**src/rtl/wbt_pkg.sv**
```systemverilog
// ----------------------------------------------------------------------------
// wbt_pkg
// shared types, constants and helpers for the wall bounce trajectory block
// ----------------------------------------------------------------------------
package wbt_pkg;

    // internal signed coordinate width, covers point plus clamped quotient
    localparam int CW     = 19;
    // multiplier operand and product widths
    localparam int MUL_W  = 17;
    localparam int PROD_W = 2 * MUL_W;
    // divider widths
    localparam int NUM_W  = 36;
    localparam int DEN_W  = 17;
    localparam int QUO_W  = 17;
    localparam int DCNT_W = 5;

    localparam logic [9:0] RADIUS_RESET = 10'd175;

    // register word index of ball_radius
    localparam logic REG_BALL_RADIUS = 1'b0;

    // saturation limits of the coordinate fields
    localparam logic signed [CW-1:0] X_LO = 19'sd0;
    localparam logic signed [CW-1:0] X_HI = 19'sd16383;
    localparam logic signed [CW-1:0] Y_LO = -19'sd8192;
    localparam logic signed [CW-1:0] Y_HI = 19'sd8191;

    typedef enum logic [3:0] {
        ST_IDLE,
        ST_MUL_END,
        ST_DIV_END,
        ST_WAIT_END,
        ST_CHECK,
        ST_MUL_SIDE,
        ST_DIV_SIDE,
        ST_WAIT_SIDE,
        ST_STORE,
        ST_BAD
    } wbt_state_t;

    typedef struct packed {
        logic load_in;
        logic mul;
        logic div_start;
        logic side;
        logic take_ey;
        logic check;
        logic take_ex;
        logic store;
        logic store_bad;
        logic cap;
    } wbt_cmd_t;

    typedef struct packed {
        logic dirx_zero;
        logic div_done;
        logic hit;
        logic fin;
        logic out_free;
    } wbt_stat_t;

    function automatic logic [13:0] sat_x(input logic signed [CW-1:0] v);
        logic [13:0] res;
        if (v < X_LO)
            res = X_LO[13:0];
        else if (v > X_HI)
            res = X_HI[13:0];
        else
            res = v[13:0];
        return res;
    endfunction

    function automatic logic signed [13:0] sat_y(input logic signed [CW-1:0] v);
        logic signed [13:0] res;
        if (v < Y_LO)
            res = Y_LO[13:0];
        else if (v > Y_HI)
            res = Y_HI[13:0];
        else
            res = v[13:0];
        return res;
    endfunction

endpackage

```
**src/rtl/wall_bounce_trajectory.sv**
```systemverilog
// ----------------------------------------------------------------------------
// wall_bounce_trajectory
// ball path in a rectangular field, one straight segment per result
//
//   channel  direction  handshake          payload
//   config   in         psel/penable/...   ball_radius at word 0 (APB style)
//   in       in         in_valid/ready     pos_x, pos_y, dir_x, dir_y
//   out      out        out_valid/ready    seg_start_*, seg_end_*, last,
//                                          bad_direction
//
// a request yields at most MAX_SEGMENTS segments; the serial divider
// makes 17 quotient bits, one per cycle, once per end wall test and once
// more per side wall contact
// reset clears control only; ball_radius comes back as 175
// a stalled out channel holds one result in the output register while the
// next segment is computed; the sequencer waits only to store the one after
// ----------------------------------------------------------------------------
module wall_bounce_trajectory
    import wbt_pkg::*;
#(
    parameter int FIELD_LENGTH     = 12100,
    parameter int FIELD_HALF_WIDTH = 3515,
    parameter int MAX_SEGMENTS     = 10
)
(
    input  logic               clk,
    input  logic               rst_n,

    // configuration port
    input  logic               psel,
    input  logic               penable,
    input  logic               pwrite,
    input  logic [2:0]         paddr,
    input  logic [31:0]        pwdata,
    output logic [31:0]        prdata,
    output logic               pready,

    // ball state request
    input  logic               in_valid,
    output logic               in_ready,
    input  logic [13:0]        pos_x,
    input  logic signed [13:0] pos_y,
    input  logic signed [15:0] dir_x,
    input  logic signed [15:0] dir_y,

    // segment results
    output logic               out_valid,
    input  logic               out_ready,
    output logic [13:0]        seg_start_x,
    output logic signed [13:0] seg_start_y,
    output logic [13:0]        seg_end_x,
    output logic signed [13:0] seg_end_y,
    output logic               last,
    output logic               bad_direction
);

    logic [9:0] radius_reg, radius_next;
    logic       cfg_wr;
    wbt_cmd_t   cmd;
    wbt_stat_t  stat;

    // register write on the access phase; word index from paddr[2]
    assign pready = 1'b1;
    assign cfg_wr = psel && penable && pwrite && pready;

    always_comb
    begin
        radius_next = radius_reg;
        if (cfg_wr && (paddr[2] == REG_BALL_RADIUS))
            radius_next = pwdata[9:0];
    end

    always_ff @(posedge clk or negedge rst_n)
    begin
        if (!rst_n)
            radius_reg <= RADIUS_RESET;
        else
            radius_reg <= radius_next;
    end

    // read back; words beyond the register list read zero
    always_comb
    begin
        unique case (paddr[2])
            REG_BALL_RADIUS: prdata = {22'd0, radius_reg};
            default:         prdata = '0;
        endcase
    end

    // sequencer
    wbt_ctrl #(
        .MAX_SEGMENTS (MAX_SEGMENTS)
    ) u_ctrl (
        .clk      (clk),
        .rst_n    (rst_n),
        .in_valid (in_valid),
        .in_ready (in_ready),
        .stat     (stat),
        .cmd      (cmd)
    );

    // arithmetic and result register
    wbt_datapath #(
        .FIELD_LENGTH     (FIELD_LENGTH),
        .FIELD_HALF_WIDTH (FIELD_HALF_WIDTH)
    ) u_dp (
        .clk           (clk),
        .rst_n         (rst_n),
        .radius        (radius_reg),
        .pos_x         (pos_x),
        .pos_y         (pos_y),
        .dir_x         (dir_x),
        .dir_y         (dir_y),
        .cmd           (cmd),
        .stat          (stat),
        .out_ready     (out_ready),
        .out_valid     (out_valid),
        .seg_start_x   (seg_start_x),
        .seg_start_y   (seg_start_y),
        .seg_end_x     (seg_end_x),
        .seg_end_y     (seg_end_y),
        .last          (last),
        .bad_direction (bad_direction)
    );

    // the segment at the cap always closes the run
    a_cap_ends_run: assert property (@(posedge clk) disable iff (!rst_n)
        (cmd.store && cmd.cap) |-> stat.fin)
        else $error("segment cap reached without ending the run");

    // a flagged direction is always a single, final result
    a_bad_is_last: assert property (@(posedge clk) disable iff (!rst_n)
        (out_valid && bad_direction) |-> last)
        else $error("bad direction result not marked last");

    // one request at a time
    a_one_request: assert property (@(posedge clk) disable iff (!rst_n)
        (in_valid && in_ready) |=> !in_ready)
        else $error("new request taken while one is in progress");

endmodule

```
**src/rtl/wbt_div.sv**
```systemverilog
// ----------------------------------------------------------------------------
// wbt_div
// serial restoring divider, one quotient bit per cycle, clamps on overflow
// ----------------------------------------------------------------------------
module wbt_div
    import wbt_pkg::*;
(
    input  logic               clk,
    input  logic               rst_n,
    input  logic               start,
    input  logic [NUM_W-1:0]   num,
    input  logic [DEN_W-1:0]   den,
    output logic               done,
    output logic [QUO_W-1:0]   quo
);

    logic [NUM_W-1:0]  rem_reg, rem_next;
    logic [NUM_W-1:0]  dsh_reg, dsh_next;
    logic [QUO_W-1:0]  q_reg, q_next;
    logic              ovf_reg, ovf_next;
    logic [DCNT_W-1:0] cnt_reg, cnt_next;
    logic              busy_reg, busy_next;
    logic              done_reg, done_next;
    logic              ge;

    assign ge = (rem_reg >= dsh_reg);

    always_comb
    begin
        rem_next  = rem_reg;
        dsh_next  = dsh_reg;
        q_next    = q_reg;
        ovf_next  = ovf_reg;
        cnt_next  = cnt_reg;
        busy_next = busy_reg;
        done_next = 1'b0;
        if (start)
        begin
            rem_next  = num;
            dsh_next  = NUM_W'({den, {(QUO_W-1){1'b0}}});
            // quotient would not fit: result saturates
            ovf_next  = (num >= NUM_W'({den, {QUO_W{1'b0}}}));
            q_next    = '0;
            cnt_next  = DCNT_W'(QUO_W);
            busy_next = 1'b1;
        end
        else if (busy_reg)
        begin
            if (ge)
                rem_next = rem_reg - dsh_reg;
            q_next   = {q_reg[QUO_W-2:0], ge};
            dsh_next = dsh_reg >> 1;
            cnt_next = cnt_reg - 1'b1;
            if (cnt_reg == DCNT_W'(1))
            begin
                busy_next = 1'b0;
                done_next = 1'b1;
            end
        end
    end

    always_ff @(posedge clk or negedge rst_n)
    begin
        if (!rst_n)
        begin
            busy_reg <= 1'b0;
            done_reg <= 1'b0;
            cnt_reg  <= '0;
        end
        else
        begin
            busy_reg <= busy_next;
            done_reg <= done_next;
            cnt_reg  <= cnt_next;
        end
    end

    always_ff @(posedge clk)
    begin
        rem_reg <= rem_next;
        dsh_reg <= dsh_next;
        q_reg   <= q_next;
        ovf_reg <= ovf_next;
    end

    assign done = done_reg;
    assign quo  = ovf_reg ? {QUO_W{1'b1}} : q_reg;

    a_div_latency: assert property (@(posedge clk) disable iff (!rst_n)
        start |-> ##18 done_reg)
        else $error("divider result not ready after fixed latency");

    a_div_pulse: assert property (@(posedge clk) disable iff (!rst_n)
        done_reg |=> !done_reg)
        else $error("divider done held longer than one cycle");

endmodule

```
**src/rtl/wbt_datapath.sv**
```systemverilog
// ----------------------------------------------------------------------------
// wbt_datapath
// point and direction registers, multiplier, divider and result register
// ----------------------------------------------------------------------------
module wbt_datapath
    import wbt_pkg::*;
#(
    parameter int FIELD_LENGTH     = 12100,
    parameter int FIELD_HALF_WIDTH = 3515
)
(
    input  logic               clk,
    input  logic               rst_n,
    input  logic [9:0]         radius,
    input  logic [13:0]        pos_x,
    input  logic signed [13:0] pos_y,
    input  logic signed [15:0] dir_x,
    input  logic signed [15:0] dir_y,
    input  wbt_cmd_t           cmd,
    output wbt_stat_t          stat,
    input  logic               out_ready,
    output logic               out_valid,
    output logic [13:0]        seg_start_x,
    output logic signed [13:0] seg_start_y,
    output logic [13:0]        seg_end_x,
    output logic signed [13:0] seg_end_y,
    output logic               last,
    output logic               bad_direction
);

    logic [13:0]               cx_reg;
    logic signed [13:0]        cy_reg;
    logic signed [MUL_W-1:0]   dx_reg, dy_reg;
    logic signed [PROD_W-1:0]  prod_reg;
    logic                      neg_reg;
    logic signed [CW-1:0]      ey_raw_reg, ex_raw_reg;
    logic                      hit_reg;

    logic                      out_valid_reg, out_valid_next;
    logic [13:0]               sx_reg, ex_reg;
    logic signed [13:0]        sy_reg, ey_reg;
    logic                      last_reg, bad_reg;

    logic signed [CW-1:0]      r_s, xlo, xhi, ylo, yhi, tx, yw, cx_s, cy_s;
    logic signed [CW-1:0]      diff;
    logic signed [MUL_W-1:0]   op_a, op_b, div_d, abs_d;
    logic signed [PROD_W-1:0]  prod;
    logic [PROD_W-1:0]         abs_p;
    logic [NUM_W-1:0]          div_num;
    logic [DEN_W-1:0]          div_den;
    logic                      div_done;
    logic [QUO_W-1:0]          div_quo;
    logic signed [CW-1:0]      q_s, q_signed;
    logic                      hit_now;
    logic [13:0]               ex_pt;
    logic signed [13:0]        ey_pt;
    logic                      fin;

    // inset walls
    assign r_s  = signed'(CW'(radius));
    assign xlo  = r_s;
    assign xhi  = CW'(FIELD_LENGTH) - r_s;
    assign yhi  = CW'(FIELD_HALF_WIDTH) - r_s;
    assign ylo  = r_s - CW'(FIELD_HALF_WIDTH);
    assign tx   = dx_reg[MUL_W-1] ? xlo : xhi;
    assign yw   = dy_reg[MUL_W-1] ? ylo : yhi;
    assign cx_s = signed'(CW'(cx_reg));
    assign cy_s = CW'(cy_reg);

    // distance to the wall fits the multiplier operand
    assign diff = cmd.side ? (yw - cy_s) : (tx - cx_s);
    assign op_a = diff[MUL_W-1:0];
    assign op_b = cmd.side ? dx_reg : dy_reg;
    assign prod = op_a * op_b;

    // rounded division: (2|n| + |d|) / (2|d|)
    assign div_d   = cmd.side ? dy_reg : dx_reg;
    assign abs_d   = div_d[MUL_W-1] ? -div_d : div_d;
    assign abs_p   = prod_reg[PROD_W-1] ? PROD_W'(-prod_reg) : PROD_W'(prod_reg);
    assign div_num = NUM_W'({abs_p, 1'b0}) + NUM_W'(abs_d[MUL_W-2:0]);
    assign div_den = {abs_d[MUL_W-2:0], 1'b0};

    wbt_div u_div (
        .clk   (clk),
        .rst_n (rst_n),
        .start (cmd.div_start),
        .num   (div_num),
        .den   (div_den),
        .done  (div_done),
        .quo   (div_quo)
    );

    assign q_s      = signed'(CW'(div_quo));
    assign q_signed = neg_reg ? -q_s : q_s;

    assign hit_now = (!dy_reg[MUL_W-1] && (dy_reg != '0) && (ey_raw_reg > yhi)) ||
                     (dy_reg[MUL_W-1] && (ey_raw_reg < ylo));

    // segment end point and run end
    assign ex_pt = hit_reg ? sat_x(ex_raw_reg) : sat_x(tx);
    assign ey_pt = hit_reg ? sat_y(yw) : sat_y(ey_raw_reg);
    assign fin   = !hit_reg || (signed'(CW'(ex_pt)) == tx) || cmd.cap;

    always_ff @(posedge clk)
    begin
        if (cmd.load_in)
        begin
            cx_reg <= pos_x;
            cy_reg <= pos_y;
            dx_reg <= MUL_W'(dir_x);
            dy_reg <= MUL_W'(dir_y);
        end
        else if (cmd.store)
        begin
            cx_reg <= ex_pt;
            cy_reg <= ey_pt;
            if (hit_reg)
                dy_reg <= -dy_reg;
            else
                dx_reg <= -dx_reg;
        end
        if (cmd.mul)
            prod_reg <= prod;
        if (cmd.div_start)
            neg_reg <= prod_reg[PROD_W-1] ^ div_d[MUL_W-1];
        if (cmd.take_ey)
            ey_raw_reg <= cy_s + q_signed;
        if (cmd.take_ex)
            ex_raw_reg <= cx_s + q_signed;
        if (cmd.check)
            hit_reg <= hit_now;
    end

    // result register
    always_comb
    begin
        out_valid_next = out_valid_reg;
        if (cmd.store || cmd.store_bad)
            out_valid_next = 1'b1;
        else if (out_ready)
            out_valid_next = 1'b0;
    end

    always_ff @(posedge clk or negedge rst_n)
    begin
        if (!rst_n)
            out_valid_reg <= 1'b0;
        else
            out_valid_reg <= out_valid_next;
    end

    always_ff @(posedge clk)
    begin
        if (cmd.store)
        begin
            sx_reg   <= cx_reg;
            sy_reg   <= cy_reg;
            ex_reg   <= ex_pt;
            ey_reg   <= ey_pt;
            last_reg <= fin;
            bad_reg  <= 1'b0;
        end
        else if (cmd.store_bad)
        begin
            sx_reg   <= cx_reg;
            sy_reg   <= cy_reg;
            ex_reg   <= cx_reg;
            ey_reg   <= cy_reg;
            last_reg <= 1'b1;
            bad_reg  <= 1'b1;
        end
    end

    assign out_valid     = out_valid_reg;
    assign seg_start_x   = sx_reg;
    assign seg_start_y   = sy_reg;
    assign seg_end_x     = ex_reg;
    assign seg_end_y     = ey_reg;
    assign last          = last_reg;
    assign bad_direction = bad_reg;

    assign stat.dirx_zero = (dir_x == '0);
    assign stat.div_done  = div_done;
    assign stat.hit       = hit_now;
    assign stat.fin       = fin;
    assign stat.out_free  = !out_valid_reg || out_ready;

endmodule

```
**src/rtl/wbt_ctrl.sv**
```systemverilog
// ----------------------------------------------------------------------------
// wbt_ctrl
// sequencer for one request: segment loop, divider handoff, result stores
// ----------------------------------------------------------------------------
module wbt_ctrl
    import wbt_pkg::*;
#(
    parameter int MAX_SEGMENTS = 10
)
(
    input  logic      clk,
    input  logic      rst_n,
    input  logic      in_valid,
    output logic      in_ready,
    input  wbt_stat_t stat,
    output wbt_cmd_t  cmd
);

    localparam int CNT_W = (MAX_SEGMENTS > 1) ? $clog2(MAX_SEGMENTS) : 1;

    wbt_state_t       state_reg, state_next;
    logic [CNT_W-1:0] seg_cnt_reg, seg_cnt_next;
    logic             cap;

    assign cap = (seg_cnt_reg == CNT_W'(MAX_SEGMENTS - 1));

    // next state
    always_comb
    begin
        state_next = state_reg;
        unique case (state_reg)
            ST_IDLE:
                if (in_valid)
                    state_next = stat.dirx_zero ? ST_BAD : ST_MUL_END;
            ST_MUL_END:  state_next = ST_DIV_END;
            ST_DIV_END:  state_next = ST_WAIT_END;
            ST_WAIT_END:
                if (stat.div_done)
                    state_next = ST_CHECK;
            ST_CHECK:    state_next = stat.hit ? ST_MUL_SIDE : ST_STORE;
            ST_MUL_SIDE: state_next = ST_DIV_SIDE;
            ST_DIV_SIDE: state_next = ST_WAIT_SIDE;
            ST_WAIT_SIDE:
                if (stat.div_done)
                    state_next = ST_STORE;
            ST_STORE:
                if (stat.out_free)
                    state_next = stat.fin ? ST_IDLE : ST_MUL_END;
            ST_BAD:
                if (stat.out_free)
                    state_next = ST_IDLE;
            default:     state_next = ST_IDLE;
        endcase
    end

    // outputs
    always_comb
    begin
        cmd      = '0;
        cmd.cap  = cap;
        in_ready = 1'b0;
        unique case (state_reg)
            ST_IDLE:
            begin
                in_ready    = 1'b1;
                cmd.load_in = in_valid;
            end
            ST_MUL_END:  cmd.mul = 1'b1;
            ST_DIV_END:  cmd.div_start = 1'b1;
            ST_WAIT_END: cmd.take_ey = stat.div_done;
            ST_CHECK:    cmd.check = 1'b1;
            ST_MUL_SIDE:
            begin
                cmd.mul  = 1'b1;
                cmd.side = 1'b1;
            end
            ST_DIV_SIDE:
            begin
                cmd.div_start = 1'b1;
                cmd.side      = 1'b1;
            end
            ST_WAIT_SIDE: cmd.take_ex = stat.div_done;
            ST_STORE:     cmd.store = stat.out_free;
            ST_BAD:       cmd.store_bad = stat.out_free;
            default:      cmd = '0;
        endcase
    end

    always_comb
    begin
        seg_cnt_next = seg_cnt_reg;
        if (cmd.load_in)
            seg_cnt_next = '0;
        else if (cmd.store)
            seg_cnt_next = seg_cnt_reg + 1'b1;
    end

    always_ff @(posedge clk or negedge rst_n)
    begin
        if (!rst_n)
        begin
            state_reg   <= ST_IDLE;
            seg_cnt_reg <= '0;
        end
        else
        begin
            state_reg   <= state_next;
            seg_cnt_reg <= seg_cnt_next;
        end
    end

endmodule

```
**config.mk**
```make
export PLATFORM = sky130hd
export DESIGN_NAME = wall_bounce_trajectory
export DESIGN_NICKNAME = d
export VERILOG_FILES = /design/src/rtl/wbt_pkg.sv /design/src/rtl/wall_bounce_trajectory.sv /design/src/rtl/wbt_div.sv /design/src/rtl/wbt_datapath.sv /design/src/rtl/wbt_ctrl.sv
export SDC_FILE = /design/constraint.sdc
export NUM_CORES = 2
export LEC_CHECK = 0
export BUFFER_PORTS_ARGS = -buffer_cell sky130_fd_sc_hd__buf_2
export CAP_MARGIN = 25
export CORE_MARGIN = 5
export CORE_UTILIZATION = 35
export DETAILED_ROUTE_END_ITERATION = 10
export GPL_TIMING_DRIVEN = 0
export PLACE_DENSITY_LB_ADDON = 0.12
export RECOVER_POWER = 100
export SLEW_MARGIN = 20
export SYNTH_ARGS = -nofsm -noshare
export SYNTH_HDL_FRONTEND = slang
export SYNTH_SLANG_ARGS = --single-unit
```
**constraint.sdc**
```tcl
create_clock -name clk -period 18.1 [get_ports clk]
set_input_delay 1.81 -clock clk [delete_from_list [all_inputs] [get_ports clk]]
set_output_delay 1.81 -clock clk [all_outputs]
set_load 0.02 [all_outputs]
```
After elaboration in Yosys (flattened, before gate mapping). Cells that the tools add are included.

Flip-flop bits (word level): 307. Bits in latches: 0. Bits in writable memories: 0. Memory bits (read-only): 0. Input bits: 102. Output and inout bits: 93. Memories: 0.

Add/subtract/negate cells: 16. $mul: 1. Div/mod/pow operators: 0. Order comparisons: 12. Equality and inequality tests: 18. Shift operators: 0. Muxes and demuxes: 75. Bitwise logic cells: 2. Reductions and logical operators: 31.

Operators with widths (number): $mux 14 (20); $mux 17 (10); $mux 36 (3); $mux 33 (2); $mux 19 (3); $pmux 4 s10 (1); $gt 19x14->1 const B (2); $gt 19x15->1 const B (2); $lt 19x1->1 const B (2); $lt 19x14->1 const B (2); $add 35x16->36 (1); $ge 36x33->1 (1); $ge 36x34->1 (1); $mux 4 (9); $sub 36x33->36 (1); $mul 17x17->34 (1); $mux 34 (1); $neg 17->17 (2); $neg 34->34 (1); $mux 1 (22); $add 14x19->19 (1); $add 15x19->19 (1); $eq 15x19->1 (1); $gt 19x19->1 (1); 33 further kinds (64).

Logic depth before layout (Yosys ltp).
Word-level depth: 12. Depth in mapped cells: 41.

Cells and area by module. A second synthesis with hierarchy kept.

Cells, all modules: 3815. Area, all modules: 34444.3 um^2.

Modules (own cells, without submodules): wbt_datapath (times used 1, cells each 2964, area each 26761.9 um^2, sequential area each 5840.6 um^2); wbt_div (times used 1, cells each 724, area each 6409.9 um^2, sequential area each 2457.4 um^2); wall_bounce_trajectory (times used 1, cells each 58, area each 689.4 um^2, sequential area each 257.7 um^2); wbt_ctrl (times used 1, cells each 69, area each 583.1 um^2, sequential area each 200.2 um^2).

Least setup slack after synthesis. OpenSTA, ideal clock, no wires.

Path type: register to register. From: reg radius_reg[2]. To: reg u_dp.prod_reg[32], data pin. Library setup time: 266 ps. Arrival: 9548 ps. Data required time: 17834 ps. Slack: 8286 ps. Cell stages (with the launch flop): 39. Path buffers: 5. Cells stage by stage: dfstp_2 -> clkbuf_1 -> inv_1 -> ha_1 -> a21oi_1 -> nor2_1 -> or2_2 -> nand2_1 -> xor2_1 -> mux2i_1 -> ha_1 -> a21o_1 -> a221o_1 -> a2111oi_0 -> o21ai_0 -> and2_1 -> clkbuf_1 -> clkbuf_1 -> [3 not listed] -> clkbuf_1 -> xnor2_1 -> xnor2_1 -> fa_1 -> fa_1 -> inv_1 -> fa_1 -> inv_1 -> ha_1 -> clkbuf_1 -> nand4_1 -> nor2_1 -> a221oi_1 -> o21ai_0 -> a31oi_1 -> o21ai_0 -> o41ai_1 -> xnor2_1.

Cells in the longest elaborated chain, start to end: 5. Elaborated cells between the ends (all ways): 9. Those cells by class: 5 x add/sub; 1 x mul; 3 x mux.

RTL lines: start, declared (RTL line wall_bounce_trajectory.sv:57) `logic [9:0] radius_reg, radius_next;`; start signal, assigned (RTL line wall_bounce_trajectory.sv:78) `radius_reg <= radius_next;`; $sub 14x10->15 (tied with other cells) (RTL line wbt_datapath.sv:62) `assign xhi = CW'(FIELD_LENGTH) - r_s;`; $mux 19 (on tied branches) (RTL line wbt_datapath.sv:65, wbt_datapath.sv:66); $sub 17x15->17 / $sub 17x14->17 (equally long branches) (RTL line wbt_datapath.sv:71) `assign diff = cmd.side ? (yw - cy_s) : (tx - cx_s);`; $mux 17 (*) (RTL line wbt_datapath.sv:71); $mul 17x17->34 (*) (RTL line wbt_datapath.sv:74) `assign prod = op_a * op_b;`; named net u_dp.prod[32] (RTL line wbt_datapath.sv:47) `logic signed [PROD_W-1:0] prod;`; end signal, assigned (RTL line wbt_datapath.sv:123) `prod_reg <= prod;`; end, declared (RTL line wbt_datapath.sv:34) `logic signed [PROD_W-1:0] prod_reg;`.

The timed path passes the listed nets; every way through them passes the cells marked *. A chain may end at the register's enable or synchronous reset.

Worst setup path after layout.
From: reg radius_reg[0]. To: reg u_dp.prod_reg[32], data pin.

The elaborated chain is that of the path after synthesis.

==> results.md <==
- Violated checks: max-capacitance violations, max-slew violations
- Worst-path cell with the longest stage delay: dfstp_1
- CP bufs+invs: 8
- Post-CTS setup buffers: 0
- CTS tree: yes
- Final worst path period need: 12.70 ns
- Reg2reg path depth: 37
- #FFs+latches synth: 307
- CTS Root Cell: clkbuf_16
- Final GP Congestion: between 0.9 and 1
- Vias: around 28000
- Required time of the critical path: about 18 ns
- Worst slew margin: -96.8%
- Core area: between 90000 and 100000 µm²
- Hold path depth: 1
- Final hold viol count: 0
- Slew Limit Fails: 77
- Worst EP arrival: 12.98 ns
- Slew @ Worst Pin: 2.92 ns
- Syn_area_per_cell: ~8.9 µm²
- Initial antenna violation count: 1
- R2R Setup Slk: 5.40 ns
- Initial Util: between 30% and 40%
- FF+latch area: between 8000 and 9000 µm²
- Die W: 320 µm
- Vias per cell: 5.28
- HPWL Detailed: ~95000 µm
- Total iterations of the first detailed-routing run: 5
- Max incr delay on CP: 0.99 ns
- Number of global-route vias before repair: 27300
- Nets: 4664
- GRT Overall Usage: 22.2%
- Final worst-path cycle share: 70.2%
- Max FFs per register: 36
- Final setup viols: 0
- Worst hold slack: roughly 0.50 ns
- DRC errors left: 0
- Synth Instances: between 3000 and 4000
- Post_cts resized: 0
- Crit. End Element: register
- Hold Crit Class: register to register
- Hold path start: u_dp.bad_direction$_SDFFE_PP0P_
- Clock tree sinks: about 310
- Share of the core filled with cells: around 39%
- H-tree Lvls: 2
- Reg clk slew, reported paths: 0.06 ns
- Multi-input logic area: 22400 µm²
- CP delay by family, top: adder cells
- GRT overflow: 0
- Worst R2R Start: radius_reg[0]$_DFFE_PN1P_
- Drt wl/cell: roughly 22 µm
- Max Clk Rate: 78.7 MHz
- Met3 GRT Util: under 10%
- Largest net degree at the start of global routing: 27
- Synth warn: 0
- Met1 usage: 33.4%
- RSZ-0062 raised after global routing: false
- Ys flop type: edfxtp_1
- Met2 global-route usage: 34.8%
- Placement row count: 113
- Global route hottest layer: met2
- Seq/Total Area, Yosys: 26.1%
- Die H: 320 µm
- Clk buf depth: 3
- DIE AREA: roughly 100000 µm²
- Synth top cells by count: inv_1, nor2_1, nand2_1, fa_1, ha_1
- Area contributors post-synth: edfxtp_1, fa_1, ha_1
- Top cell type's share of synthesized area: 22.0%
- Number of CTS-inserted buffers: 40
- Clock Skews: ~0.029 ns
- Area growth syn-to-layout: 11.4%
- Setup_tns: 0 ns
- Port bufs: 147
- Worst skew pair latency: 0.59 ns
- Layout cells sized above 1: 6.35%
- Fillcell total: ~9800
- Initial drt markers: 2510
- Antenna viol nets, final: 0
- Hold path endpoint: u_dp.bad_direction$_SDFFE_PP0P_
- Largest area contributor in the netlist: edfxtp_1
- Worst flop-to-flop path endpoint: u_dp.prod_reg[32]$_DFFE_PP_
- Maxcap violations: 4
- Largest fanout on the critical path: 10
- Ant diodes: 0
- Synth unique cells: 88
- DRT Wirelength: 116000 µm
- Run status: complete, but fails checks
- Asr flop ratio synth: 8.47%
- Top-count cell post-synth: inv_1
- Critical Path Most Common Cell: fa_1
- Crit path launch type: register
- Worst Path Class, Setup: register to register
- Cts-stage hold buffer count: 0
- Number of top-level design ports: 195
- First-pass GRT wire length: about 170000 µm
- Netlist Area Pre-Place: about 34000 µm²
- Post-synth EDFFs: approximately 250
## worst max path at each step
stage | startpoint | to | slack [ns] | cells after the start
floorplan | radius_reg[2]$_DFFE_PN1P_ | u_dp.prod_reg[32]$_DFFE_PP_ | 8.29 | 38
global placement | radius_reg[0]$_DFFE_PN1P_ | u_dp.prod_reg[32]$_DFFE_PP_ | 4.84 | 34
detailed placement | radius_reg[0]$_DFFE_PN1P_ | u_dp.prod_reg[32]$_DFFE_PP_ | 5.91 | 37
CTS | radius_reg[0]$_DFFE_PN1P_ | u_dp.prod_reg[32]$_DFFE_PP_ | 5.83 | 37
global route | radius_reg[0]$_DFFE_PN1P_ | u_dp.prod_reg[32]$_DFFE_PP_ | 4.66 | 37
finish | radius_reg[0]$_DFFE_PN1P_ | u_dp.prod_reg[32]$_DFFE_PP_ | 5.40 | 37
## cell type report
cell class	instances	area share, %
multi-input combinational	2841	59.8
sequential	307	23.4
inverter	485	4.87
tap	1265	4.23
clock buffer	52	3.06
timing repair buffer	173	2.10
buffer	171	1.97
clock inverter	21	0.535
## per-stage QoR
step	area (µm²)	setup WS, ns	instances
detailed placement	36300	5.91	5238
global placement	36000	4.84	5216
floorplan	33700	8.29	3804
finish	37400	5.40	5315
global route	37400	4.66	5315
CTS	37600	5.83	5311
## per-layer routing
metal  routed length [µm]  part of all wire (%)  vias up
li1                     -                     -    13200
met5                    0                     0        -
met3                 8290                   7.2       97
met1                54200                    47    13900
met4                 1750                   1.5        0
met2                51300                    44      878
## cell families (layout without fill, tap and decap cells)
| family | count (synthesis) | in the layout | share of synthesized area [%] |
|---|---|---|---|
| AOI/OAI and AO/OA | 675 | 675 | 12.5 |
| xor gates and xnor gates | 253 | 253 | 6.62 |
| adders and majority gates | 546 | 546 | 26.9 |
| buffers and inverters | 656 | 902 | 7.61 |
| DFF | 307 | 307 | 26.1 |
| muxes | 109 | 109 | 3.36 |
| other | 2 | 23 | 0.0224 |
| and+or+nand+nor | 1235 | 1235 | 16.8 |
## layout by cell type, fill, tap and decap left out, types with 43 or more instances in the layout
cell type,synthesis,layout
a21o_1,51,51
a21oi_1,183,182
buf_2,6,80
clkbuf_1,129,225
clkbuf_16,0,43
edfxtp_1,246,246
fa_1,296,296
ha_1,247,247
inv_1,482,482
mux2i_1,80,78
nand2_1,351,351
nand3_1,58,58
nor2_1,473,473
nor3_1,79,79
o21ai_0,204,204
xnor2_1,160,159
xor2_1,92,92
## worst reg2reg max path, delay by kind of cell, from the launching register on
kind,cells,cell delay (ns)
adders and majority gates,8,3.78
AOI/OAI and AO/OA,12,2.92
buffers and inverters,8,2.31
xor gates and xnor gates,4,1.69
DFF,1,0.99
and+or+nand+nor,5,0.71
Power is not shown: default switching activity piles up to over one toggle a cycle in this logic, so the estimate is an artifact.
